<file path="src/hw/rtl/bpi_pkg.sv">
// Shared constants for the bilinear patch interpolator.
package bpi_pkg;

    localparam int BPI_COORD_BITS = 16;
    localparam int IDX_BITS       = 13;
    localparam int Q_SHIFT        = 12;
    localparam int Q_ONE          = 1 << Q_SHIFT;
    // weight = Q_ONE - index * floor(Q_ONE / steps), index and quotient below 2**IDX_BITS
    localparam int W_BITS         = 2 * IDX_BITS + 1;
    localparam int RECIP_STAGES   = 4;
    localparam int RECIP_BITS_PER = (IDX_BITS + RECIP_STAGES - 1) / RECIP_STAGES;
    localparam int LERP_STAGES    = 3;
    // reciprocal, weight, outer linear step, inner linear step
    localparam int PIPE_STAGES    = RECIP_STAGES + 1 + 2 * LERP_STAGES;

endpackage

</file>
<file path="src/hw/rtl/bpi_recip.sv">
// Pipelined restoring divider forming floor(Q_ONE / steps).
module bpi_recip
    import bpi_pkg::*;
(
    input  logic                    clk,
    input  logic [RECIP_STAGES-1:0] en,
    input  logic [IDX_BITS-1:0]     steps,
    output logic [IDX_BITS-1:0]     quo
);

    logic [IDX_BITS-1:0] rem_reg [RECIP_STAGES];
    logic [IDX_BITS-1:0] quo_reg [RECIP_STAGES];
    logic [IDX_BITS-1:0] den_reg [RECIP_STAGES];

    genvar s;
    generate
        for (s = 0; s < RECIP_STAGES; s++)
        begin : g_stage
            localparam int HI = IDX_BITS - 1 - s * RECIP_BITS_PER;
            localparam int NB = (HI + 1 < RECIP_BITS_PER) ? HI + 1 : RECIP_BITS_PER;

            logic [IDX_BITS-1:0] rem_in;
            logic [IDX_BITS-1:0] quo_in;
            logic [IDX_BITS-1:0] den_in;
            logic [IDX_BITS-1:0] rem_next;
            logic [IDX_BITS-1:0] quo_next;

            if (s == 0)
            begin : g_first
                assign rem_in = '0;
                assign quo_in = '0;
                assign den_in = steps;
            end
            else
            begin : g_rest
                assign rem_in = rem_reg[s-1];
                assign quo_in = quo_reg[s-1];
                assign den_in = den_reg[s-1];
            end

            // one quotient bit per step, dividend has only bit Q_SHIFT set
            always_comb
            begin
                logic [IDX_BITS:0]   trial;
                logic [IDX_BITS-1:0] r;
                logic [IDX_BITS-1:0] q;
                r = rem_in;
                q = quo_in;
                for (int j = 0; j < NB; j++)
                begin
                    trial = {r, ((HI - j) == Q_SHIFT)};
                    if (trial >= {1'b0, den_in})
                    begin
                        trial = trial - {1'b0, den_in};
                        q     = {q[IDX_BITS-2:0], 1'b1};
                    end
                    else
                    begin
                        q     = {q[IDX_BITS-2:0], 1'b0};
                    end
                    r = trial[IDX_BITS-1:0];
                end
                rem_next = r;
                quo_next = q;
            end

            always_ff @(posedge clk)
            begin
                if (en[s])
                begin
                    rem_reg[s] <= rem_next;
                    quo_reg[s] <= quo_next;
                    den_reg[s] <= den_in;
                end
            end
        end
    endgenerate

    assign quo = quo_reg[RECIP_STAGES-1];

endmodule

</file>
<file path="config.mk">
export PLATFORM = sky130hd
export DESIGN_NAME = bpi_recip
export DESIGN_NICKNAME = d
export VERILOG_FILES = /design/src/hw/rtl/bpi_pkg.sv /design/src/hw/rtl/bpi_recip.sv
export SDC_FILE = /design/constraint.sdc
export NUM_CORES = 1
export LEC_CHECK = 0
export ABC_AREA = 0
export ABC_CLOCK_PERIOD_IN_PS = 12300
export BUFFER_PORTS_ARGS = -buffer_cell sky130_fd_sc_hd__buf_2
export CORE_ASPECT_RATIO = 1.2
export CORE_UTILIZATION = 45
export CTS_BUF_LIST = sky130_fd_sc_hd__clkbuf_16
export DETAILED_ROUTE_END_ITERATION = 6
export PLACE_DENSITY = 0.66
export SKIP_LAST_GASP = 1
export SYNTH_ARGS = -nofsm -noshare
export SYNTH_HDL_FRONTEND = slang
export SYNTH_SLANG_ARGS = --single-unit
</file>
<file path="constraint.sdc">
create_clock -name clk -period 12.3 [get_ports clk]
set_input_delay 1.23 -clock clk [delete_from_list [all_inputs] [get_ports clk]]
set_output_delay 1.23 -clock clk [all_outputs]
set_load 0.005 [all_outputs]
</file>
Yosys cells after proc, flatten, opt, wreduce, memory -nomap -nowiden
Memory sizes are Yosys's and may differ from the RTL's.
Index checks and enable logic that the tools add are counted.
W data, S select, Z words.
{"block": "word_totals", "reg_bits": 0, "ramBits": 156, "in_bits": 18, "out_inout_bits": 13, "word_cells": 63, "mem_count": 3}
{"block": "classes", "addsub": 13, "magnitude_cmp": 13, "mux": 34}
{"memory": "den_reg", "depth": 4, "word_bits": 13, "read_ports": 3, "rd_clocked_by_memory_dff": 0, "wr": 4, "line": "bpi_recip.sv:13", "text": "logic [IDX_BITS-1:0] den_reg [RECIP_STAGES];"}
{"memory": "quo_reg", "depth": 4, "word_bits": 13, "read_ports": 4, "rd_clocked_by_memory_dff": 0, "wr": 4, "line": "bpi_recip.sv:12", "text": "logic [IDX_BITS-1:0] quo_reg [RECIP_STAGES];"}
{"memory": "rem_reg", "depth": 4, "word_bits": 13, "read_ports": 3, "rd_clocked_by_memory_dff": 0, "wr": 4, "line": "bpi_recip.sv:11", "text": "logic [IDX_BITS-1:0] rem_reg [RECIP_STAGES];"}
{"op": "$mux W13", "count": 13}
{"op": "$ge A14 B13 Y1", "count": 12}
{"op": "$sub A13 B13 Y13", "count": 12}
{"op": "$mux W1", "count": 21}
{"op": "$ge A1 B13 Y1 const A", "count": 1}
{"op": "$sub A1 B13 Y13 const A", "count": 1}

Longest topological paths before layout
Gate-level depths: netlist of run 1.
An unclocked memory read counts as a cell.
{"block": "depth", "depth_word": 9, "mapped_depth": 43, "mapped_depth_nobuf": 39}

Worst setup path before layout of run 1
No wires, ideal clock.
{"block": "synth_timing", "path_kind": "flip-flop to flip-flop", "startpoint": "memory den_reg[0][0]", "endpoint": "memory rem_reg[1][5] (data pin)", "setup_ps": 262, "arrival_ps": 8529, "slack_ps": 3509, "stages_incl_launch_ff": 38, "path_buffers": 4, "period_less_slack_ps": 8791, "path_cell_list": "edfxtp_1 -> fa_1 -> nor2b_1 -> o31a_1 -> o21ai_1 -> a22oi_2 -> clkbuf_1 -> mux2i_1 -> inv_1 -> ha_1 -> and4_1 -> and3_1 -> a221oi_1 -> a211oi_1 -> nor3_2 -> clkbuf_1 -> o21ai_0 -> ha_1 -> [... 2 more ...] -> o31a_1 -> o211ai_1 -> a21oi_1 -> or2_2 -> a21oi_4 -> buf_2 -> o21ai_0 -> ha_1 -> or4_1 -> a21oi_1 -> o31a_1 -> o21ai_0 -> o31ai_1 -> o211ai_1 -> mux2i_1 -> inv_2 -> buf_6 -> mux2_1"}
{"element": "start: declaration", "line": "bpi_recip.sv:13"}
{"element": "end: declaration", "line": "bpi_recip.sv:11"}

==> results_tabular.tex, run 1 <==
\begin{tabular}{lr}
\hline
Metric & Value \\
\hline
\multicolumn{2}{l}{\textbf{Run status}} \\
\quad Outcome & finished, final reports clean \\
\multicolumn{2}{l}{\textbf{Timing}} \\
\quad Fmax & 94.0 MHz \\
\quad Rel. slew slack & 9.57\% \\
\quad Hold Violations, Final & 0 \\
\quad Post-route worst setup slack & 1.66 ns \\
\quad Post-route worst hold slack & 0.417 ns \\
\quad Accumulated negative setup slack & 0 ns \\
\quad Final period demand of the worst path & 10.64 ns \\
\quad Clock tree skew after final layout & 0.0147 ns \\
\quad Period Utilization, post-route & 86.5\% \\
\quad Actual slew at the worst max-slew pin & 1.34 ns \\
\quad Final number of max-transition violations & 0 \\
\quad \# setup viols final & 0 \\
\quad RSZ-0062 raised after global routing & false \\
\multicolumn{2}{l}{\textbf{Synth}} \\
\quad Post-synthesis share of cell area spent on and, or, nand and nor gates & 14.8\% \\
\quad Warnings from Yosys & 0 \\
\quad Number of distinct standard cells referenced by the synthesized netlist & 82 \\
\quad Number of enable flip-flop cells after synthesis & 115 \\
\quad Cells after Synth & 1,281 \\
\quad Xor/xnor share of the synthesized area & 6.97\% \\
\quad Proportion of synthesized chip area in sequential cells & 29.6\% \\
\quad Register bit total from synthesis & 115 \\
\quad Post-Synthesis Mean Instance Area & 9.12 um2 \\
\quad Async set-reset flop share out of synthesis & 0\% \\
\quad Most instantiated flip-flop cell in the synthesis netlist & sky130\_fd\_sc\_hd\_\_edfxtp\_1 \\
\quad Compound-Gate Fraction of Synth Area & 22.1\% \\
\quad Arithmetic-cell share of the synthesized area counting full adders, half adders and majority gates & 16.1\% \\
\quad Netlist area before placement & 11,700 um2 \\
\quad Combinational family with the most area after synthesis & compound AO/OA/AOI/OAI gates \\
\quad Portion of netlist area occupied by mux cells & 6.09\% \\
\multicolumn{2}{l}{\textbf{Clocking}} \\
\quad Setup fix buffers added after clock tree synthesis & 0 \\
\quad Count of instances resized after the clock tree is built & 0 \\
\quad TritonCTS clock tree & done \\
\quad Number of buffers added by the clock tree synthesis step & 17 \\
\quad Clock root buffer & sky130\_fd\_sc\_hd\_\_clkbuf\_16 \\
\quad CTS max path bufs & 2 \\
\quad Clock slew at the register clock pins of the worst setup and hold paths & 0.05 ns \\
\quad Clock sink count & 115 \\
\quad H-Tree Depth & 4 \\
\quad Clock network latency to the later pin of the worst-skew pair & 0.42 ns \\
\quad CTS hold repair buffers & 0 \\
\multicolumn{2}{l}{\textbf{Cells and area}} \\
\quad Growth of design area from synthesis to finish & 8.94\% \\
\quad Leading cell types in the layout, fill and taps excluded & sky130\_fd\_sc\_hd\_\_ha\_1 (147), sky130\_fd\_sc\_hd\_\_edfxtp\_1 (115), sky130\_fd\_sc\_hd\_\_a21oi\_1 (100) \\
\quad Fill cells & 2,358 \\
\quad Fraction of final layout cells sized beyond drive strength 1 & 11.5\% \\
\quad Leading cell type in the layout, fill and taps excluded & sky130\_fd\_sc\_hd\_\_ha\_1 \\
\quad Number of diodes added for antenna fixing & 0 \\
\quad NumNets Final & 1,479 \\
\multicolumn{2}{l}{\textbf{Critical path}} \\
\quad CP Class & reg -> reg \\
\quad Register-to-Register Setup Slack & 1.66 ns \\
\quad Critical path data arrival time & 10.80 ns \\
\quad Delay of the slowest cell on the worst path & 0.69 ns \\
\quad Crit Path Max Fanout & 18 \\
\quad Critical Path RT & 12.46 ns \\
\quad Critical path launch point type & flop \\
\quad Cell with the largest stage delay on the worst path & sky130\_fd\_sc\_hd\_\_a22oi\_2 \\
\quad Most common cell on crit path & sky130\_fd\_sc\_hd\_\_o31a\_1 \\
\quad Crit end category & flop \\
\multicolumn{2}{l}{\textbf{Placed design}} \\
\quad Hpwl dp & 24.3 mm \\
\quad Worst setup slack after placement & 1.75 ns \\
\quad Number of I/O port buffers & 30 \\
\quad Weighted congestion reported at the end of routability-driven placement & 0.955 \\
\multicolumn{2}{l}{\textbf{Global route}} \\
\quad Via count of the first global-routing pass & 9,416 \\
\quad First-pass GRT wire length & 48.4 mm \\
\quad GR Overflow Total & 0 \\
\quad Total routing resource utilization after global routing & 23.7\% \\
\quad Largest net degree at the start of global routing & 39 \\
\quad Antenna violations before repair & 0 \\
\multicolumn{2}{l}{\textbf{Floorplan}} \\
\quad Die outline width & 149 um \\
\quad Number of placed I/O pins & 31 \\
\quad Std-Cell Core Area & 25,500 um2 \\
\quad Row count & 64 \\
\quad Vertical die dimension & 178 um \\
\quad Initial core utilization & 45.9\% \\
\quad Area enclosed by the die boundary & 26,600 um2 \\
\multicolumn{2}{l}{\textbf{Detailed routing}} \\
\quad First-pass detailed-route iteration total & 5 \\
\quad ANT nets after route & 0 \\
\quad \# DRC & 0 \\
\quad Total vias in the final route & 9,665 \\
\quad DR WL/cell & 18.6 um \\
\quad Ratio of routed vias to standard cells & 5.84 \\
\quad DRT iter0 DRCs & 561 \\
\quad Total Routed Length & 30.7 mm \\
\multicolumn{2}{l}{\textbf{Run}} \\
\quad Number of maximum-capacitance constraint violations & 0 \\
\multicolumn{2}{l}{\textbf{Hold path}} \\
\quad Classification of the worst-slack hold path & reg -> reg \\
\hline
\end{tabular}
==> critical path: cells and delay by family (launching register included) <==
family,cells,cell delay [ns]
AOI/OAI and AO/OA,16,4.06
and+or+nand+nor,6,2.00
muxes,5,1.80
adders and majority gates,4,1.39
DFF,1,0.56
buffers and inverters,3,0.54
==> layout make-up <==
cell class                      count  area, um2  area share, %
Multi-Input combinational cell   1049       7740           60.8
Sequential cell                   115       3450           27.1
Clock buffer                       17        425           3.34
Tap cell                          330        413           3.25
Inverter                           99        374           2.94
Clock inverter                     15        168           1.32
Timing Repair Buffer               30        150           1.18
==> through the flow <==
stage	std cells	util [%]	area, um2
detailed placement	1623	47.6	12100
global placement	1623	47.6	12100
global route	1655	50.0	12700
CTS	1655	50.0	12700
finish	1655	50.0	12700
floorplan	1285	-	11700
==> synthesized netlist by cell type, types with 24 or more instances <==
master	count	share of area [%]
sky130_fd_sc_hd__ha_1	147	16
sky130_fd_sc_hd__edfxtp_1	115	30
sky130_fd_sc_hd__a21oi_1	100	4.3
sky130_fd_sc_hd__nor2_1	98	3.1
sky130_fd_sc_hd__o21ai_0	94	4.0
sky130_fd_sc_hd__nand2_1	93	3.0
sky130_fd_sc_hd__inv_1	91	2.9
sky130_fd_sc_hd__xnor2_1	59	4.4
sky130_fd_sc_hd__mux2_2	42	4.0
sky130_fd_sc_hd__xor2_1	34	2.5
sky130_fd_sc_hd__o21a_1	27	1.7
sky130_fd_sc_hd__a21o_1	26	1.7
sky130_fd_sc_hd__nor3_1	26	1.1
sky130_fd_sc_hd__nand2b_1	24	1.3
==> logic make-up after synthesis <==
logic type | Yosys count
AO/OA/AOI/OAI | 391
AND/OR/NAND/NOR | 350
adder cells (fa/ha/maj) | 149
buffers and inverters | 121
flip-flops | 115
XOR/XNOR | 93
multiplexers | 61
other | 1
==> metal layers <==
layer | part of all wire, % | vias to the layer above | GRT usage (%)
met5 | 0 | - | 0
met2 | 50 | 238 | 42.7
li1 | - | 4818 | -
met4 | 3.9 | 0 | 11.2
met1 | 42 | 4534 | 27.5
met3 | 4.0 | 75 | 3.15
==> worst paths after layout <==
| path | endpoint | cells after the start | start |
|---|---|---|---|
| setup / recovery | rem_reg[1][8] | 34 | den_reg[0][0] |
| hold / removal | quo_reg[3][9] | 0 | quo_reg[2][8] |
| setup reg to reg | rem_reg[1][8] | 34 | den_reg[0][0] |
| hold reg to reg | quo_reg[3][9] | 0 | quo_reg[2][8] |
Power of run 1 is left out: the tool's default activity adds up to more than one toggle a clock period on the data nets, which glitch-free logic cannot reach.
==> inputs of run 2 (changes only) <==
--- a/config.mk
+++ b/config.mk
@@ -9,10 +9,10 @@
 export ABC_CLOCK_PERIOD_IN_PS = 12300
 export BUFFER_PORTS_ARGS = -buffer_cell sky130_fd_sc_hd__buf_2
 export CORE_ASPECT_RATIO = 1.2
-export CORE_UTILIZATION = 45
+export CORE_UTILIZATION = 65
 export CTS_BUF_LIST = sky130_fd_sc_hd__clkbuf_16
 export DETAILED_ROUTE_END_ITERATION = 6
-export PLACE_DENSITY = 0.66
+export PLACE_DENSITY = 0.88
 export SKIP_LAST_GASP = 1
 export SYNTH_ARGS = -nofsm -noshare
 export SYNTH_HDL_FRONTEND = slang
==> run 2 against run 1 <==
  * Clock skew down 0.0035 ns
  * Register-to-register slack lost 0.07 ns
  * Clock-buffer cell count did not move
  * Final cell count decreased by 6.6%
  * Hold slack improved by 0.0043 ns
  * Via count grew 5.0%
  * Die area down 30%
==> results_tabular.tex, run 2 (synthesis gave the netlist of run 1 again) <==
\begin{tabular}{lr}
\hline
Metric & Value \\
\hline
\multicolumn{2}{l}{\textbf{Clocking}} \\
\quad Clock network latency to the later pin of the worst-skew pair & 0.42 ns \\
\quad Clock root buffer & sky130\_fd\_sc\_hd\_\_clkbuf\_16 \\
\quad Number of buffers added by the clock tree synthesis step & 17 \\
\quad Clock slew at the register clock pins of the worst setup and hold paths & 0.06 ns \\
\quad CTS max path bufs & 2 \\
\quad TritonCTS clock tree & done \\
\quad Setup fix buffers added after clock tree synthesis & 0 \\
\quad Count of instances resized after the clock tree is built & 0 \\
\quad Clock sink count & 115 \\
\quad H-Tree Depth & 4 \\
\quad CTS hold repair buffers & 0 \\
\multicolumn{2}{l}{\textbf{Critical path}} \\
\quad Most common cell on crit path & sky130\_fd\_sc\_hd\_\_o31a\_1 \\
\quad Crit Path Max Fanout & 18 \\
\quad Crit end category & flop \\
\quad Critical path's top delay family & compound AO/OA/AOI/OAI gates \\
\quad Delay of the slowest cell on the worst path & 0.72 ns \\
\quad Cell with the largest stage delay on the worst path & sky130\_fd\_sc\_hd\_\_nor3\_2 \\
\quad Critical path data arrival time & 10.88 ns \\
\quad CP Class & reg -> reg \\
\quad Buf+Inv Stages, Crit Path & 3 \\
\quad Critical Path RT & 12.46 ns \\
\quad Critical path launch point type & flop \\
\multicolumn{2}{l}{\textbf{Timing}} \\
\quad Rel. slew slack & 40.9\% \\
\quad Accumulated negative setup slack & 0 ns \\
\quad Period Utilization, post-route & 87.1\% \\
\quad RSZ-0062 raised after global routing & false \\
\quad Actual slew at the worst max-slew pin & 0.882 ns \\
\quad Clock tree skew after final layout & 0.0111 ns \\
\quad Final number of max-transition violations & 0 \\
\quad Final period demand of the worst path & 10.72 ns \\
\quad Hold Violations, Final & 0 \\
\quad \# setup viols final & 0 \\
\quad Fmax & 93.3 MHz \\
\multicolumn{2}{l}{\textbf{Global route}} \\
\quad Via count of the first global-routing pass & 9,756 \\
\quad Antenna violations before repair & 0 \\
\quad Largest net degree at the start of global routing & 39 \\
\quad First-pass GRT wire length & 49.0 mm \\
\quad GR Overflow Total & 0 \\
\quad Total routing resource utilization after global routing & 33.5\% \\
\multicolumn{2}{l}{\textbf{Placed design}} \\
\quad Number of I/O port buffers & 30 \\
\quad Weighted congestion reported at the end of routability-driven placement & 1.01 \\
\quad Hpwl dp & 24.0 mm \\
\multicolumn{2}{l}{\textbf{Run}} \\
\quad Number of maximum-capacitance constraint violations & 0 \\
\multicolumn{2}{l}{\textbf{Floorplan}} \\
\quad Area enclosed by the die boundary & 18,500 um2 \\
\quad Std-Cell Core Area & 17,600 um2 \\
\quad Initial core utilization & 66.5\% \\
\quad Row count & 53 \\
\quad Vertical die dimension & 149 um \\
\quad Number of placed I/O pins & 31 \\
\quad Die outline width & 124 um \\
\multicolumn{2}{l}{\textbf{Detailed routing}} \\
\quad Ratio of routed vias to standard cells & 6.57 \\
\quad DRT iter0 DRCs & 954 \\
\quad Total vias in the final route & 10,100 \\
\quad \# DRC & 0 \\
\quad Total Routed Length & 30.7 mm \\
\quad First-pass detailed-route iteration total & 6 \\
\quad DR WL/cell & 19.8 um \\
\quad ANT nets after route & 0 \\
\multicolumn{2}{l}{\textbf{Cells and area}} \\
\quad Leading cell types in the layout, fill and taps excluded & sky130\_fd\_sc\_hd\_\_ha\_1 (147), sky130\_fd\_sc\_hd\_\_edfxtp\_1 (115), sky130\_fd\_sc\_hd\_\_a21oi\_1 (100) \\
\quad Leading cell type in the layout, fill and taps excluded & sky130\_fd\_sc\_hd\_\_ha\_1 \\
\quad Fraction of final layout cells sized beyond drive strength 1 & 11.6\% \\
\quad NumNets Final & 1,480 \\
\quad Number of diodes added for antenna fixing & 0 \\
\quad Growth of design area from synthesis to finish & 7.48\% \\
\multicolumn{2}{l}{\textbf{Run status}} \\
\quad Outcome & finished, final reports clean \\
\multicolumn{2}{l}{\textbf{Hold path}} \\
\quad Classification of the worst-slack hold path & reg -> reg \\
\hline
\end{tabular}
[run 2: cell types whose count changed in the layout (fill, tap and decap cells not counted), sizes merged]
cell and change:
clkinvlp -1, buf +1, bufinv -2, clkinv +2
[run 2: worst register-to-register path, delay by kind of cell, from the launching register on]
kind	cells	cell delay, ns
DFF	1	0.57
and+or+nand+nor	6	2.15
adders and majority gates	4	1.39
AOI/OAI and AO/OA	16	4.02
muxes	5	1.80
buffers and inverters	3	0.54
[run 2: metal layers]
| metal | track usage [%] | routed length [um] | up-vias |
|---|---|---|---|
| li1 | - | - | 4838 |
| met1 | 39.1 | 12100 | 4745 |
| met2 | 59.2 | 15000 | 455 |
| met3 | 5.56 | 1980 | 110 |
| met4 | 17.2 | 1610 | 0 |
| met5 | 0 | 0 | - |
[run 2: cell type report]
type,count,area (um2)
tap,220,275
inverter,99,374
clock buffer,17,425
sequential,115,3450
clock inverter,14,128
timing repair buffer,31,158
multi-input combinational,1049,7740
fill,1290,5020
[run 2: path summary, 6_finish.rpt]
check / from / end / slack [ns] / depth (start not counted)
hold reg to reg: quo_reg[1][3] / quo_reg[2][7] / 0.42 / 0
setup / recovery: den_reg[0][0] / rem_reg[1][8] / 1.58 / 34
setup reg to reg: den_reg[0][0] / rem_reg[1][8] / 1.58 / 34
hold / removal: quo_reg[1][3] / quo_reg[2][7] / 0.42 / 0
[run 2: stage by stage]
| stage | instance area [um2] | cells | util (%) | hold WS, ns | setup slack [ns] |
|---|---|---|---|---|---|
| 2_1_floorplan | 11700 | 1285 | - | 0.400 | 3.51 |
| 3_3_place_gp | 12000 | 1514 | 68.3 | 0.400 | 2.17 |
| 3_5_place_dp | 12000 | 1514 | 68.3 | 0.408 | 1.81 |
| 4_1_cts | 12600 | 1545 | 71.4 | 0.421 | 1.78 |
| 5_1_grt | 12600 | 1545 | 71.4 | 0.423 | 0.893 |
| 6_report | 12600 | 1545 | 71.4 | 0.422 | 1.58 |
Power of run 2 is left out for the same reason.
