File: src/hw/rtl/bpi_pkg.sv
// Shared constants for the bilinear patch interpolator.
package bpi_pkg;

    localparam int BPI_COORD_BITS = 16;
    localparam int IDX_BITS       = 13;
    localparam int Q_SHIFT        = 12;
    localparam int Q_ONE          = 1 << Q_SHIFT;
    // weight = Q_ONE - index * floor(Q_ONE / steps), index and quotient below 2**IDX_BITS
    localparam int W_BITS         = 2 * IDX_BITS + 1;
    localparam int RECIP_STAGES   = 4;
    localparam int RECIP_BITS_PER = (IDX_BITS + RECIP_STAGES - 1) / RECIP_STAGES;
    localparam int LERP_STAGES    = 3;
    // reciprocal, weight, outer linear step, inner linear step
    localparam int PIPE_STAGES    = RECIP_STAGES + 1 + 2 * LERP_STAGES;

endpackage

File: src/hw/rtl/bpi_lerp.sv
// Three-stage linear step: saturated difference, weight product, floor and saturate.
module bpi_lerp
    import bpi_pkg::*;
#(
    parameter int COORD_BITS = BPI_COORD_BITS
)
(
    input  logic                         clk,
    input  logic [LERP_STAGES-1:0]       en,
    input  logic signed [COORD_BITS-1:0] start_value,
    input  logic signed [COORD_BITS-1:0] end_value,
    input  logic signed [W_BITS-1:0]     weight,
    input  logic                         zero_steps,
    output logic signed [COORD_BITS-1:0] result
);

    localparam int PB = W_BITS + COORD_BITS;
    localparam int SB = PB + 1;

    // stage A
    logic signed [COORD_BITS-1:0] start_a_reg;
    logic signed [COORD_BITS-1:0] end_a_reg;
    logic signed [W_BITS-1:0]     weight_a_reg;
    logic                         zero_a_reg;
    logic signed [COORD_BITS-1:0] diff_a_reg;
    logic signed [COORD_BITS-1:0] diff_a_next;
    logic signed [COORD_BITS:0]   diff_full;

    // stage B
    logic signed [COORD_BITS-1:0] start_b_reg;
    logic signed [COORD_BITS-1:0] end_b_reg;
    logic                         zero_b_reg;
    logic signed [PB-1:0]         prod_b_reg;
    logic signed [PB-1:0]         prod_b_next;

    // stage C
    logic signed [COORD_BITS-1:0] res_c_reg;
    logic signed [COORD_BITS-1:0] res_c_next;
    logic signed [SB-1:0]         sum_full;
    logic [SB-Q_SHIFT-1:0]        floored;
    logic [SB-Q_SHIFT-COORD_BITS:0] upper;

    assign diff_full = (COORD_BITS+1)'(start_value) - (COORD_BITS+1)'(end_value);

    always_comb
    begin
        if (diff_full[COORD_BITS] != diff_full[COORD_BITS-1])
            diff_a_next = {diff_full[COORD_BITS], {(COORD_BITS-1){~diff_full[COORD_BITS]}}};
        else
            diff_a_next = diff_full[COORD_BITS-1:0];
    end

    assign prod_b_next = weight_a_reg * diff_a_reg;

    // end * Q_ONE + w * d, then floor by arithmetic shift
    assign sum_full = (SB'(end_b_reg) <<< Q_SHIFT) + SB'(prod_b_reg);
    assign floored  = sum_full[SB-1:Q_SHIFT];
    assign upper    = floored[SB-Q_SHIFT-1:COORD_BITS-1];

    always_comb
    begin
        if (zero_b_reg)
            res_c_next = start_b_reg;
        else if ((&upper) || !(|upper))
            res_c_next = floored[COORD_BITS-1:0];
        else
            res_c_next = {sum_full[SB-1], {(COORD_BITS-1){~sum_full[SB-1]}}};
    end

    always_ff @(posedge clk)
    begin
        if (en[0])
        begin
            start_a_reg  <= start_value;
            end_a_reg    <= end_value;
            weight_a_reg <= weight;
            zero_a_reg   <= zero_steps;
            diff_a_reg   <= diff_a_next;
        end
        if (en[1])
        begin
            start_b_reg <= start_a_reg;
            end_b_reg   <= end_a_reg;
            zero_b_reg  <= zero_a_reg;
            prod_b_reg  <= prod_b_next;
        end
        if (en[2])
        begin
            res_c_reg <= res_c_next;
        end
    end

    assign result = res_c_reg;

endmodule

File: config.mk
export PLATFORM = sky130hd
export DESIGN_NAME = bpi_lerp
export DESIGN_NICKNAME = d
export VERILOG_FILES = /design/src/hw/rtl/bpi_pkg.sv /design/src/hw/rtl/bpi_lerp.sv
export SDC_FILE = /design/constraint.sdc
export NUM_CORES = 1
export LEC_CHECK = 0
export BUFFER_PORTS_ARGS = -buffer_cell sky130_fd_sc_hd__buf_2
export CAP_MARGIN = 20
export CORE_MARGIN = 3
export CORE_UTILIZATION = 28
export DETAILED_ROUTE_END_ITERATION = 7
export SLEW_MARGIN = 15
export SYNTH_ARGS = -nofsm -noshare
export SYNTH_HDL_FRONTEND = slang
export SYNTH_SLANG_ARGS = --single-unit
File: constraint.sdc
create_clock -name clk -period 8.47 [get_ports clk]
set_input_delay 0.4235 -clock clk [delete_from_list [all_inputs] [get_ports clk]]
set_output_delay 0.4235 -clock clk [all_outputs]
set_load 0.005 [all_outputs]
# Yosys cells after proc, flatten, opt, wreduce, memory -nomap -nowiden
# Index checks and enable logic that the tools add are counted.
dict set report op_classes {
  add_sub_neg 2
  magnitude_cmp 0
  reduce_logical 4
  eq_ne 1
  bitwise 2
  n_div 0
  mul 1
  n_mux 3
  n_shift 0
}
# operator n
set ops {}
lappend ops {{two-way mux 16 bit} 3}
lappend ops {{adder 28 x 43 -> 44 bit} 1}
lappend ops {{multiplier 27 x 16 -> 43 bit} 1}
lappend ops {{AND reduction 17 bit} 1}
lappend ops {{OR reduction 17 bit} 1}
lappend ops {{subtractor 16 x 16 -> 17 bit} 1}
lappend ops {{NOT 1 bit} 2}
lappend ops {{logical NOT 1 bit} 1}
lappend ops {{logical OR 1 bit} 1}
lappend ops {{!= test 1 bit} 1}
dict set report totals {
  romBits 0
  output_inout_bits 16
  latch_bits 0
  regBits 168
  input_bits 64
  mem_bits_rw 0
  word_cells 23
  n_memories 0
}

# Depth between registers and ports, before layout
# Gate-level depths: netlist of the first run.
dict set report logic_depth {
  word_depth 6
  depth_mapped 26
}

# Least setup slack after synthesis of the first run
# No wires, ideal clock.
dict set report synth_path {
  path_type {reg2reg}
  startpoint {register diff_a_reg[7]}
  endpoint {register prod_b_reg[41], data pin}
  setup_time_ns 0.257
  stages_incl_launch_ff 22
  synth_period_minus_slack_ns 6.341
  n_path_buf 2
  required_time_ns 8.213
  arrival_time_ns 6.084
  slack_ns 2.129
  path_cell_list {edfxtp_1 > clkbuf_1 > clkbuf_1 > nand2_1 > fa_1 > inv_1 > fa_1 > fa_1 > fa_1 > fa_1 > inv_1 > fa_1 > inv_1 > ha_1 > a21o_1 > o41ai_1 > nand4b_1 > a21oi_1 > o21ai_0 > a211o_1 > and2_1 > xor2_1}
}
dict set report synth_between {
  elab_chain_cells 1
}
# element line
set synth_lines {}
lappend synth_lines {{start: declaration} bpi_lerp.sv:25} ;# logic signed [COORD_BITS-1:0] diff_a_reg;
lappend synth_lines {{start signal: assignment} bpi_lerp.sv:78} ;# diff_a_reg <= diff_a_next;
lappend synth_lines {{multiplier 27 x 16 -> 43 bit} bpi_lerp.sv:53} ;# assign prod_b_next = weight_a_reg * diff_a_reg;
lappend synth_lines {{net prod_b_next[41]} bpi_lerp.sv:34} ;# logic signed [PB-1:0] prod_b_next;
lappend synth_lines {{end signal: assignment} bpi_lerp.sv:85} ;# prod_b_reg <= prod_b_next;
lappend synth_lines {{end: declaration} bpi_lerp.sv:33} ;# logic signed [PB-1:0] prod_b_reg;
# The timed path passes the listed nets, and every way through them passes these cells.
# A chain may end at the register's enable or synchronous reset.

# Final worst setup path of the first run
dict set report layout_path {
  startpoint {register diff_a_reg[1]}
  endpoint {register prod_b_reg[40], data pin}
}
# The elaborated chain is that of the path after synthesis.

==> results, run 1 <==
- The detailed router's first-iteration violation count is 863.
- The routed design has 53.7 mm of wire.
- Counting flops and latches in the post-synthesis netlist gives 156.
- The count of unresolved DRC violations after routing is 0.
- The floorplan step defined a core boundary enclosing 78200 um^2.
- The startpoint type of the worst setup path is a register.
- In the synthesized netlist, mux cells make up 0.0449% of the area.
- The repair_antennas step left the layout with diodes totalling 0.
- The vias per cell is 4.59.
- After floorplanning, the core was divided into 102 placement rows.
- The number of buffers inserted by post-CTS setup repair is 0.
- TritonCTS created 17 clock buffers.
- The library cells used most frequently in the layout, excluding fill and tap cells, are inv_1, fa_1, nand2_1.
- The most common cell after layout, fill and taps aside is inv_1.
- The min-delay analysis places its worst path in the category input port to register.
- The maximum number of pins on one net before global-route repair is 65.
- Before antenna repair, the detailed router went through 6 iterations.
- The total global-route track usage is 13.6%.
- Headroom to the max-slew limit came out at 22.6%.
- The aggregate global routing overflow is 0.
- Compared with the post-synthesis result, the final layout area differs by 9.77%.
- The die is 288 um wide.
- The die area is 83100 um^2.
- For this run, the register share of the synthesized area comes to 21.0%.
- The period utilization is 90.2%.
- Among all flip-flop cells after synthesis, the most frequent one is edfxtp_1.
- For this run, the top clock speed supported by timing is 131 MHz.
- The hold violation total from the final report is 0.
- The path with the worst hold slack has its endpoint at weight_a_reg[16]$_DFFE_PP_.
- The cell count of the worst reg-to-reg path is 21.
- The synthesized netlist devotes 7.41% of its cell area to compound gates.
- The minimum clock period is 7.64 ns.
- The largest family of logic cells by synthesized area is adder cells.
- Detailed placement ended at an HPWL of 42.4 mm.
- The worst endpoint data arrival time is 7.83 ns.
- The first-pass GRT wire length is 88.6 mm.
- The endpoint identified for the worst register-to-register timing path is prod_b_reg[40]$_DFFE_PP_.
- The number of cells upsized or downsized after cts is 0.
- Of the total synthesized cell area, the portion taken by AND, OR, NAND and NOR gates is 13.6%.
- Clock-pin slew was measured on the worst setup and hold paths at 0.08 ns.
- The kind of capture point of the worst setup path is a register.
- The summed instance area of the synthesized netlist is 22300 um^2.
- Counting flops with a built-in enable in the synthesized netlist gives 156.
- The flow ran to the end, and the final reports show no timing, DRC or antenna violations.
- The number of instances on the worst hold path is 1.
- Setup repair after global routing left no endpoint under its margin.
- The final route contains 15250 vias.
- The via count of the first global-routing pass came to 16321.
- The parity-gate share of the synthesized area counting xor and xnor cells is 2.59%.
- The worst register-to-register path begins at diff_a_reg[1]$_DFFE_PP_.
- The synthesis warning total is 0.
- The level count of the clock H-tree is 4.
- The post-cts hold buffer count is 0.
- The worst-skew pair later-pin latency is 0.46 ns.
- The number of flip-flops in the largest register is 31.
- Across all register-to-register paths, the minimum setup slack is 0.83 ns.
- In the final design database the tool counted 2897 nets.
- The adder-cell share of the synthesized area is 45.7%.
- By startpoint and endpoint, the worst setup path is classified as register to register.
- The gate count after technology mapping is 2229.
- Measured along the y axis, the die boundary spans 288 um.
- CTS placed an instance of clkbuf_16 at the clock tree root.
- Between clock sinks in the finished design, the worst skew comes to 0.0146 ns.
- The congestion estimate from routability-driven global placement came to 0.851.
- The number of setup violations in the final report is 0.
- In this run the remaining antenna-violating nets after routing total 0.
- The buffer levels on the longest clock path is 2.
- For this run, asynchronously set or reset flops after synthesis account for 0%.
- The synthesized net count is 2858.
- After detailed routing, the average wire length per cell comes to 16.2 um.
- The clock tree from TritonCTS is done.
- The total negative setup slack is 0 ns.
- A synthesized cell averages 10.0 um^2.
- The number of max-cap violations is 0.
- The number of antenna violations at the first check in global routing came to 4.
- The initial utilization of the core area, before any placement, comes to 28.5%.
- The proportion of layout cells with a drive suffix above 1 is 6.54%.
- Of all nets on the critical path, the largest fanout is 27.
- The instance count after placement with tap cells included is 3289.
- In this run the most critical hold path is launched from weight[16].
- The finished layout holds 3320 standard cells, fillers aside.
- At the pin with the least slew margin, the transition time is 1.16 ns.
- The synthesized netlist contains 61 unique library cells.
- 80 I/O pins were placed.
- The number of sinks on the clock net is 156.
- The data required time of the worst path is 8.67 ns.
- The number of pins exceeding their max-slew limit in the final report came to 0.
- The count of buffers from port buffering is 79.
## cell usage after synthesis (all sizes together), types with 2 or more instances
master / n / area share [%]
a2111oi: 3 / 0.15
or2: 5 / 0.14
o22ai: 15 / 0.42
fa: 417 / 37
a2111o: 2 / 0.10
a21boi: 3 / 0.10
a21oi: 61 / 1.4
and3: 9 / 0.25
or4: 2 / 0.084
xnor2: 43 / 1.7
o21bai: 5 / 0.17
a221oi: 2 / 0.16
clkbuf: 79 / 1.3
nand2b: 16 / 0.45
inv: 491 / 8.3
nor2: 75 / 1.3
or3: 7 / 0.20
edfxtp: 156 / 21
o21ai: 46 / 1.0
a21o: 30 / 1.0
o31a: 4 / 0.16
xor2: 23 / 0.90
nand4b: 2 / 0.079
nor4: 4 / 0.11
a211oi: 4 / 0.13
a211o: 4 / 0.16
o211ai: 13 / 0.44
nor3: 18 / 0.40
nor2b: 9 / 0.25
o211a: 3 / 0.13
nor4b: 4 / 0.19
o21a: 18 / 0.61
o41ai: 2 / 0.079
ha: 148 / 8.3
buf: 2 / 0.073
and2: 175 / 4.9
nand3: 21 / 0.47
o31ai: 8 / 0.27
nand2: 269 / 4.5
a31oi: 12 / 0.40
o21ba: 2 / 0.090
nand4: 8 / 0.22
## routing by layer
metal	vias up	GRT usage, %	routed length (um)
li1	6971	-	-
met1	7883	17.9	23100
met2	331	23.5	27100
met3	65	2.34	2440
met4	0	3.20	1030
met5	-	0	0
## critical path: stages (launching register included)
cell and delay (ns):
edfxtp_1 1.10, nand2_1 0.19, fa_1 0.56, fa_1 0.47
fa_1 0.54, inv_1 0.05, fa_1 0.49, fa_1 0.49
inv_1 0.05, fa_1 0.48, inv_1 0.04, ha_1 0.30
o21a_1 0.19, o21ai_0 0.31, a31oi_1 0.09, o21ai_0 0.27
nand4b_1 0.25, a21oi_1 0.47, o21ai_0 0.38, a211o_1 0.38
a21oi_1 0.18, xnor2_1 0.09
## layout make-up
class                           count  area [um^2]
Timing Repair Buffer              101          563
Inverter                          491         1840
Tap cell                         1040         1300
Clock inverter                     14          203
Sequential cell                   156         4680
Fill cell                        8080        53700
Multi-Input combinational cell   1501        15500
Clock buffer                       17          425
## stage by stage
stage	hold slack (ns)	instance area (um^2)	util [%]	worst slack, ns
finish	0.138	24500	31.3	0.832
global placement	0.401	23900	30.5	1.01
global route	0.112	24500	31.3	0.352
floorplan	0.400	22300	-	2.13
CTS	0.108	24500	31.3	0.856
detailed placement	0.405	23900	30.5	0.890
## worst max-delay path by stage
stage	start	to	slack, ns	cells after the start
3_5_place_dp	diff_a_reg[1]$_DFFE_PP_	prod_b_reg[40]$_DFFE_PP_	0.89	21
2_1_floorplan	diff_a_reg[7]$_DFFE_PP_	prod_b_reg[41]$_DFFE_PP_	2.13	21
4_1_cts	diff_a_reg[1]$_DFFE_PP_	prod_b_reg[40]$_DFFE_PP_	0.86	21
3_3_place_gp	diff_a_reg[1]$_DFFE_PP_	prod_b_reg[42]$_DFFE_PP_	1.01	21
6_report	diff_a_reg[1]$_DFFE_PP_	prod_b_reg[40]$_DFFE_PP_	0.83	21
5_1_grt	diff_a_reg[1]$_DFFE_PP_	prod_b_reg[40]$_DFFE_PP_	0.35	21
## cells by family after synthesis
| group | after synthesis |
|---|---|
| flops | 156 |
| simple gates | 624 |
| xor+xnor | 66 |
| fa+ha+maj | 565 |
| mux | 1 |
| compound gates | 245 |
| buf+inv | 572 |
Power of run 1 is left out: the tool's default activity adds up to more than one toggle a clock period on the data nets, which glitch-free logic cannot reach.
==> run 2, diff against run 1 <==
--- a/config.mk
+++ b/config.mk
@@ -10,6 +10,7 @@
 export CORE_MARGIN = 3
 export CORE_UTILIZATION = 28
 export DETAILED_ROUTE_END_ITERATION = 7
+export PLACE_DENSITY_LB_ADDON = 0.08
 export SLEW_MARGIN = 15
 export SYNTH_ARGS = -nofsm -noshare
 export SYNTH_HDL_FRONTEND = slang
==> results, run 2 (synthesis gave the netlist of run 1 again) <==
- The startpoint type of the worst setup path is a register (unchanged).
- The die span in y is 288 um (unchanged).
- The clock skew was 0.0207 ns (was 0.0146 ns).
- The period utilization is 90.7% (was 90.2%).
- The number of iterations in the first detailed-routing pass is 5 (was 6).
- The worst endpoint data arrival time was 7.87 ns (was 7.83 ns).
- The pre-CTS worst setup slack was 0.720 ns (was 0.890 ns).
- The number of cells upsized or downsized after cts was 0 (unchanged).
- The number of max-cap violations is 0 (unchanged).
- The count of unresolved DRC violations after routing was 0 (unchanged).
- The worst-skew pair later-pin latency was 0.46 ns (about the same).
- The first-pass GRT wire length is 100 mm (was 88.6 mm).
- The final worst hold slack is 0.136 ns (was 0.138 ns).
- The total negative setup slack is 0 ns (unchanged).
- The highest clock rate is 130 MHz (was 131 MHz).
- The via count of the first global-routing pass was 16919 (was 16321).
- The maximum number of pins on one net before global-route repair was 65 (unchanged).
- The standard cell core area was 78200 um^2 (unchanged).
- The type of the worst min-delay path is input port to register (unchanged).
- The number of sinks on the clock net is 156 (unchanged).
- The I/O pin total is 80 (unchanged).
- The post-cts hold buffer count is 0 (unchanged).
- The die area is 83100 um^2 (unchanged).
- Status: finished clean (unchanged).
- The setup slack of the critical path after layout was 0.789 ns (was 0.832 ns).
- The count of buffers from port buffering came to 79 (unchanged).
- The vias per cell is 4.54 (was 4.59).
- The worst relative slew slack was 26.0% (was 22.6%).
- The final-stage net count came to 2911 (was 2897).
- The proportion of layout cells with a drive suffix above 1 is 7.11% (was 6.54%).
- The total global-route track usage was 16.0% (was 13.6%).
- The number of flip-flops in the largest register is 31 (unchanged).
- The data required time of the worst path is 8.66 ns (was 8.67 ns).
- The via total after detailed routing is 15166 (was 15250).
- The number of antenna violations at the first check in global routing is 1 (was 4).
- The buffer cell driving the clock tree root is clkbuf_16 (unchanged).
- The average wire per standard cell is 19.2 um (was 16.2 um).
- The hold violation total from the final report is 0 (unchanged).
- The clock tree from TritonCTS is done (unchanged).
- The number of buffers inserted by post-CTS setup repair is 0 (unchanged).
- RSZ-0062 raised after global routing: false (unchanged).
- The minimum clock period came to 7.68 ns (was 7.64 ns).
- The level count of the clock H-tree is 4 (unchanged).
- The horizontal die dimension came to 288 um (unchanged).
- The number of cell rows was 102 (unchanged).
- The last weighted congestion value of the routability-driven placer is 0.852 (was 0.851).
- The final cell utilization of the core is 31.4% (was 31.3%).
- The detailed router's first-iteration violation count is 702 (was 863).
- The kind of capture point of the worst setup path is a register (unchanged).
- The aggregate global routing overflow is 0 (unchanged).
- The number of CTS-inserted buffers was 17 (unchanged).
- The area growth from synthesis to layout came to 10.2% (was 9.77%).
- The highest fanout seen on the critical path is 27 (unchanged).
- The pin slew with the least headroom to its limit is 1.11 ns (was 1.16 ns).
- Most used cells in the layout excluding fill and tap cells: inv_1, fa_1, nand2_1 (unchanged).
- The number of pins exceeding their max-slew limit in the final report is 0 (unchanged).
- The effective utilization at floorplan is 28.5% (unchanged).
- The most common cell after layout, fill and taps aside was inv_1 (unchanged).
- The clock slew at the register clock pins of the worst setup and hold paths is 0.08 ns (about the same).
- The placed wire-length estimate after detailed placement is 51.3 mm (was 42.4 mm).
- The type of the worst setup path is register to register (unchanged).
- The post-route antenna net violation count is 0 (unchanged).
- The number of setup violations in the final report is 0 (unchanged).
- The wire length after detailed routing is 63.9 mm (was 53.7 mm).
- The buffer levels on the longest clock path was 2 (unchanged).
## run 2: changes by cell type in the layout (fill, tap and decap cells not counted), moves of 2 or more
cell,before,now
inv_8,5,2
clkinvlp_4,0,2
bufinv_16,3,1
inv_6,3,7
buf_4,23,34
diode_2,0,3
buf_8,0,2
## run 2: per-layer routing
| metal | routed length, um | global-route usage, % | share of wire, % | vias to the layer above |
|---|---|---|---|---|
| met3 | 1720 | 1.99 | 2.7 | 38 |
| met4 | 992 | 3.19 | 1.6 | 0 |
| met5 | 0 | 0 | 0 | - |
| met1 | 28400 | 20.9 | 44 | 7897 |
| met2 | 32800 | 28.6 | 51 | 208 |
| li1 | - | - | - | 7023 |
## run 2: final cells by class
type	count	area (um^2)
clock buffers	17	425
well taps	1040	1300
diodes	3	7.51
multi-input cells	1501	15500
clock inverters	14	154
flip-flops and latches	156	4680
inverters	491	1840
repair buffers	115	703
fillers	8172	53600
## run 2: final timing paths
path | depth (start not counted) | startpoint | slack [ns] | to
max | 22 | diff_a_reg[1]$_DFFE_PP_ | 0.79 | prod_b_reg[42]$_DFFE_PP_
min | 1 | weight[16] | 0.14 | weight_a_reg[16]$_DFFE_PP_
max reg2reg | 22 | diff_a_reg[1]$_DFFE_PP_ | 0.79 | prod_b_reg[42]$_DFFE_PP_
min reg2reg | 0 | end_a_reg[5]$_DFFE_PP_ | 0.42 | end_b_reg[5]$_DFFE_PP_
## run 2: per-stage QoR
stage               instance area, um^2  std cells
floorplan                         22300       2229
global placement                  23900       3300
global route                      24600       3334
CTS                               24500       3331
finish                            24600       3337
detailed placement                23900       3300
## run 2: worst max-delay path, cell delays in order (launching register included)
cell	delay, ns
edfxtp_1	1.04
nand2_1	0.19
fa_1	0.54
fa_1	0.51
fa_1	0.52
inv_1	0.06
fa_1	0.48
fa_1	0.49
inv_1	0.05
fa_1	0.47
inv_1	0.04
ha_1	0.31
o21a_1	0.19
o21ai_0	0.25
a31oi_1	0.08
o21ai_0	0.48
nand4b_1	0.35
a21oi_1	0.46
o21ai_0	0.16
buf_4	0.18
a211o_1	0.27
a31oi_1	0.20
xnor2_1	0.09
Power of run 2 is left out for the same reason.
==> run 3, diff against run 2 <==
--- a/config.mk
+++ b/config.mk
@@ -8,7 +8,7 @@
 export BUFFER_PORTS_ARGS = -buffer_cell sky130_fd_sc_hd__buf_2
 export CAP_MARGIN = 20
 export CORE_MARGIN = 3
-export CORE_UTILIZATION = 28
+export CORE_UTILIZATION = 41
 export DETAILED_ROUTE_END_ITERATION = 7
 export PLACE_DENSITY_LB_ADDON = 0.08
 export SLEW_MARGIN = 15
==> results, run 3 (synthesis gave the netlist of run 1 again) <==
- Status: finished clean (unchanged).
- The most common cell after layout, fill and taps aside is inv_1 (unchanged).
- The number of CTS-inserted buffers is 17 (unchanged).
- The number of buffer and inverter instances along the worst setup path is 3 (was 4).
- The total negative setup slack came to 0 ns (unchanged).
- The minimum setup slack among reg-to-reg paths is 0.72 ns (was 0.79 ns).
- The pin slew with the least headroom to its limit is 1.04 ns (was 1.11 ns).
- The data required time of the worst path is 8.69 ns (was 8.66 ns).
- The standard cell with the maximum stage delay on the critical path is edfxtp_1 (unchanged).
- Most used cells in the layout excluding fill and tap cells: inv_1, fa_1, nand2_1 (unchanged).
- The number of antenna violations at the first check in global routing came to 0 (was 1).
- RSZ-0062 raised after global routing: false (unchanged).
- The area used by multi-input combinational logic is 15500 um^2 (about the same).
- The I/O pin total came to 80 (unchanged).
- The number of iterations in the first detailed-routing pass is 5 (unchanged).
- The average wire per standard cell was 19.5 um (was 19.2 um).
- The total global-route track usage is 21.3% (was 16.0%).
- The die span in y is 239 um (was 288 um).
- The cell repeated most along the worst path is fa_1 (unchanged).
- The worst relative slew slack is 30.4% (was 26.0%).
- The maximum number of pins on one net before global-route repair was 65 (unchanged).
- The period utilization came to 91.5% (was 90.7%).
- The number of flip-flops in the largest register is 31 (unchanged).
- The area taken by flip-flops and latches is 4680 um^2 (unchanged).
- The first-pass GRT wire length was 92.1 mm (was 100 mm).
- The count of unresolved DRC violations after routing is 0 (unchanged).
- The wire length after detailed routing was 58.1 mm (was 63.9 mm).
- The via count of the first global-routing pass is 16581 (was 16919).
- The horizontal die dimension is 239 um (was 288 um).
- The standard cell core area was 53200 um^2 (was 78200 um^2).
- The number of max-cap violations was 0 (unchanged).
- The final-stage net count is 2902 (was 2911).
- The antenna diode count is 0 (was 3).
- The clock tree from TritonCTS is done (unchanged).
- The level count of the clock H-tree is 4 (unchanged).
- The clock skew was 0.0183 ns (was 0.0207 ns).
- Critical path, cell by cell: nand2_1 > fa_1 > fa_1 > fa_1 > inv_1 > fa_1 > fa_1 > inv_1 > fa_1 > inv_1 > ha_1 > o21a_1 > o21ai_0 > a31oi_1 > o21ai_0 > nand4b_1 > a21oi_1 > o21ai_0 > a211o_1 > a31oi_1 > xnor2_1 (was nand2_1 > fa_1 > fa_1 > fa_1 > inv_1 > fa_1 > fa_1 > inv_1 > fa_1 > inv_1 > ha_1 > o21a_1 > o21ai_0 > a31oi_1 > o21ai_0 > nand4b_1 > a21oi_1 > o21ai_0 > buf_4 > a211o_1 > a31oi_1 > xnor2_1).
- The pre-CTS worst setup slack is 0.788 ns (was 0.720 ns).
- The count of buffers from port buffering is 79 (unchanged).
- The worst endpoint data arrival time is 7.97 ns (was 7.87 ns).
- The die area is 57200 um^2 (was 83100 um^2).
- The number of cell rows came to 84 (was 102).
- The last weighted congestion value of the routability-driven placer was 0.836 (was 0.852).
- The top cell family by delay on the critical path is adder cells (unchanged).
- The number of setup violations in the final report came to 0 (unchanged).
- The effective utilization at floorplan is 41.9% (was 28.5%).
- The buffer levels on the longest clock path is 2 (unchanged).
- The highest fanout seen on the critical path came to 27 (unchanged).
- The via total after detailed routing is 15235 (was 15166).
- The proportion of layout cells with a drive suffix above 1 was 6.82% (was 7.11%).
- The post-cts hold buffer count is 0 (unchanged).
- The hold violation total from the final report came to 0 (unchanged).
- The detailed router's first-iteration violation count is 789 (was 702).
- The type of the worst min-delay path was input port to register (unchanged).
- The type of the worst setup path is register to register (unchanged).
- The number of inserted filler cells in the final layout was 5184 (was 8172).
- The largest stage delay on the critical path was 0.99 ns (was 1.04 ns).
- The setup slack of the critical path after layout came to 0.721 ns (was 0.789 ns).
- The clock slew at the register clock pins of the worst setup and hold paths is 0.08 ns (about the same).
- The worst-skew pair later-pin latency was 0.49 ns (was 0.46 ns).
- The aggregate global routing overflow came to 0 (unchanged).
- The final cell utilization of the core is 45.3% (was 31.4%).
- The area growth from synthesis to layout is 8.01% (was 10.2%).
- The kind of capture point of the worst setup path is a register (unchanged).
- The highest clock rate is 129 MHz (was 130 MHz).
- The startpoint type of the worst setup path is a register (unchanged).
- The number of buffers inserted by post-CTS setup repair is 0 (unchanged).
- The number of pins exceeding their max-slew limit in the final report came to 0 (unchanged).
- The vias per cell is 5.12 (was 4.54).
- The buffer cell driving the clock tree root is clkbuf_16 (unchanged).
- The minimum clock period is 7.75 ns (was 7.68 ns).
- The number of sinks on the clock net is 156 (unchanged).
- The number of cells upsized or downsized after cts is 0 (unchanged).
- The placed wire-length estimate after detailed placement is 46.2 mm (was 51.3 mm).
- The post-route antenna net violation count is 0 (unchanged).
-- run 3: final cells by class --
class                           instances  share of cell area (%)
Multi-Input combinational cell       1501                    64.2
Sequential cell                       156                    19.4
Clock buffer                           17                    1.77
Timing Repair Buffer                  106                    2.49
Clock inverter                         15                   0.867
Tap cell                              688                    3.57
Inverter                              491                    7.65
-- run 3: worst paths after layout --
| kind | start | end | depth (start not counted) |
|---|---|---|---|
| setup / recovery | diff_a_reg[2]$_DFFE_PP_ | prod_b_reg[42]$_DFFE_PP_ | 21 |
| hold / removal | weight[13] | weight_a_reg[13]$_DFFE_PP_ | 1 |
| setup reg to reg | diff_a_reg[2]$_DFFE_PP_ | prod_b_reg[42]$_DFFE_PP_ | 21 |
| hold reg to reg | end_a_reg[12]$_DFFE_PP_ | end_b_reg[12]$_DFFE_PP_ | 0 |
-- run 3: stage by stage --
stage	area (um^2)	instances	hold WS, ns
floorplan	22300	2229	0.400
global placement	23500	2942	0.400
detailed placement	23500	2942	0.405
CTS	24100	2974	0.0659
global route	24100	2974	0.0783
finish	24100	2974	0.106
-- run 3: routing by layer --
metal	GRT usage [%]	wire [um]
met1	27.4	25000
met2	37.5	29600
met3	3.66	2170
met4	5.35	1350
met5	0	0
Power of run 3 is left out for the same reason.
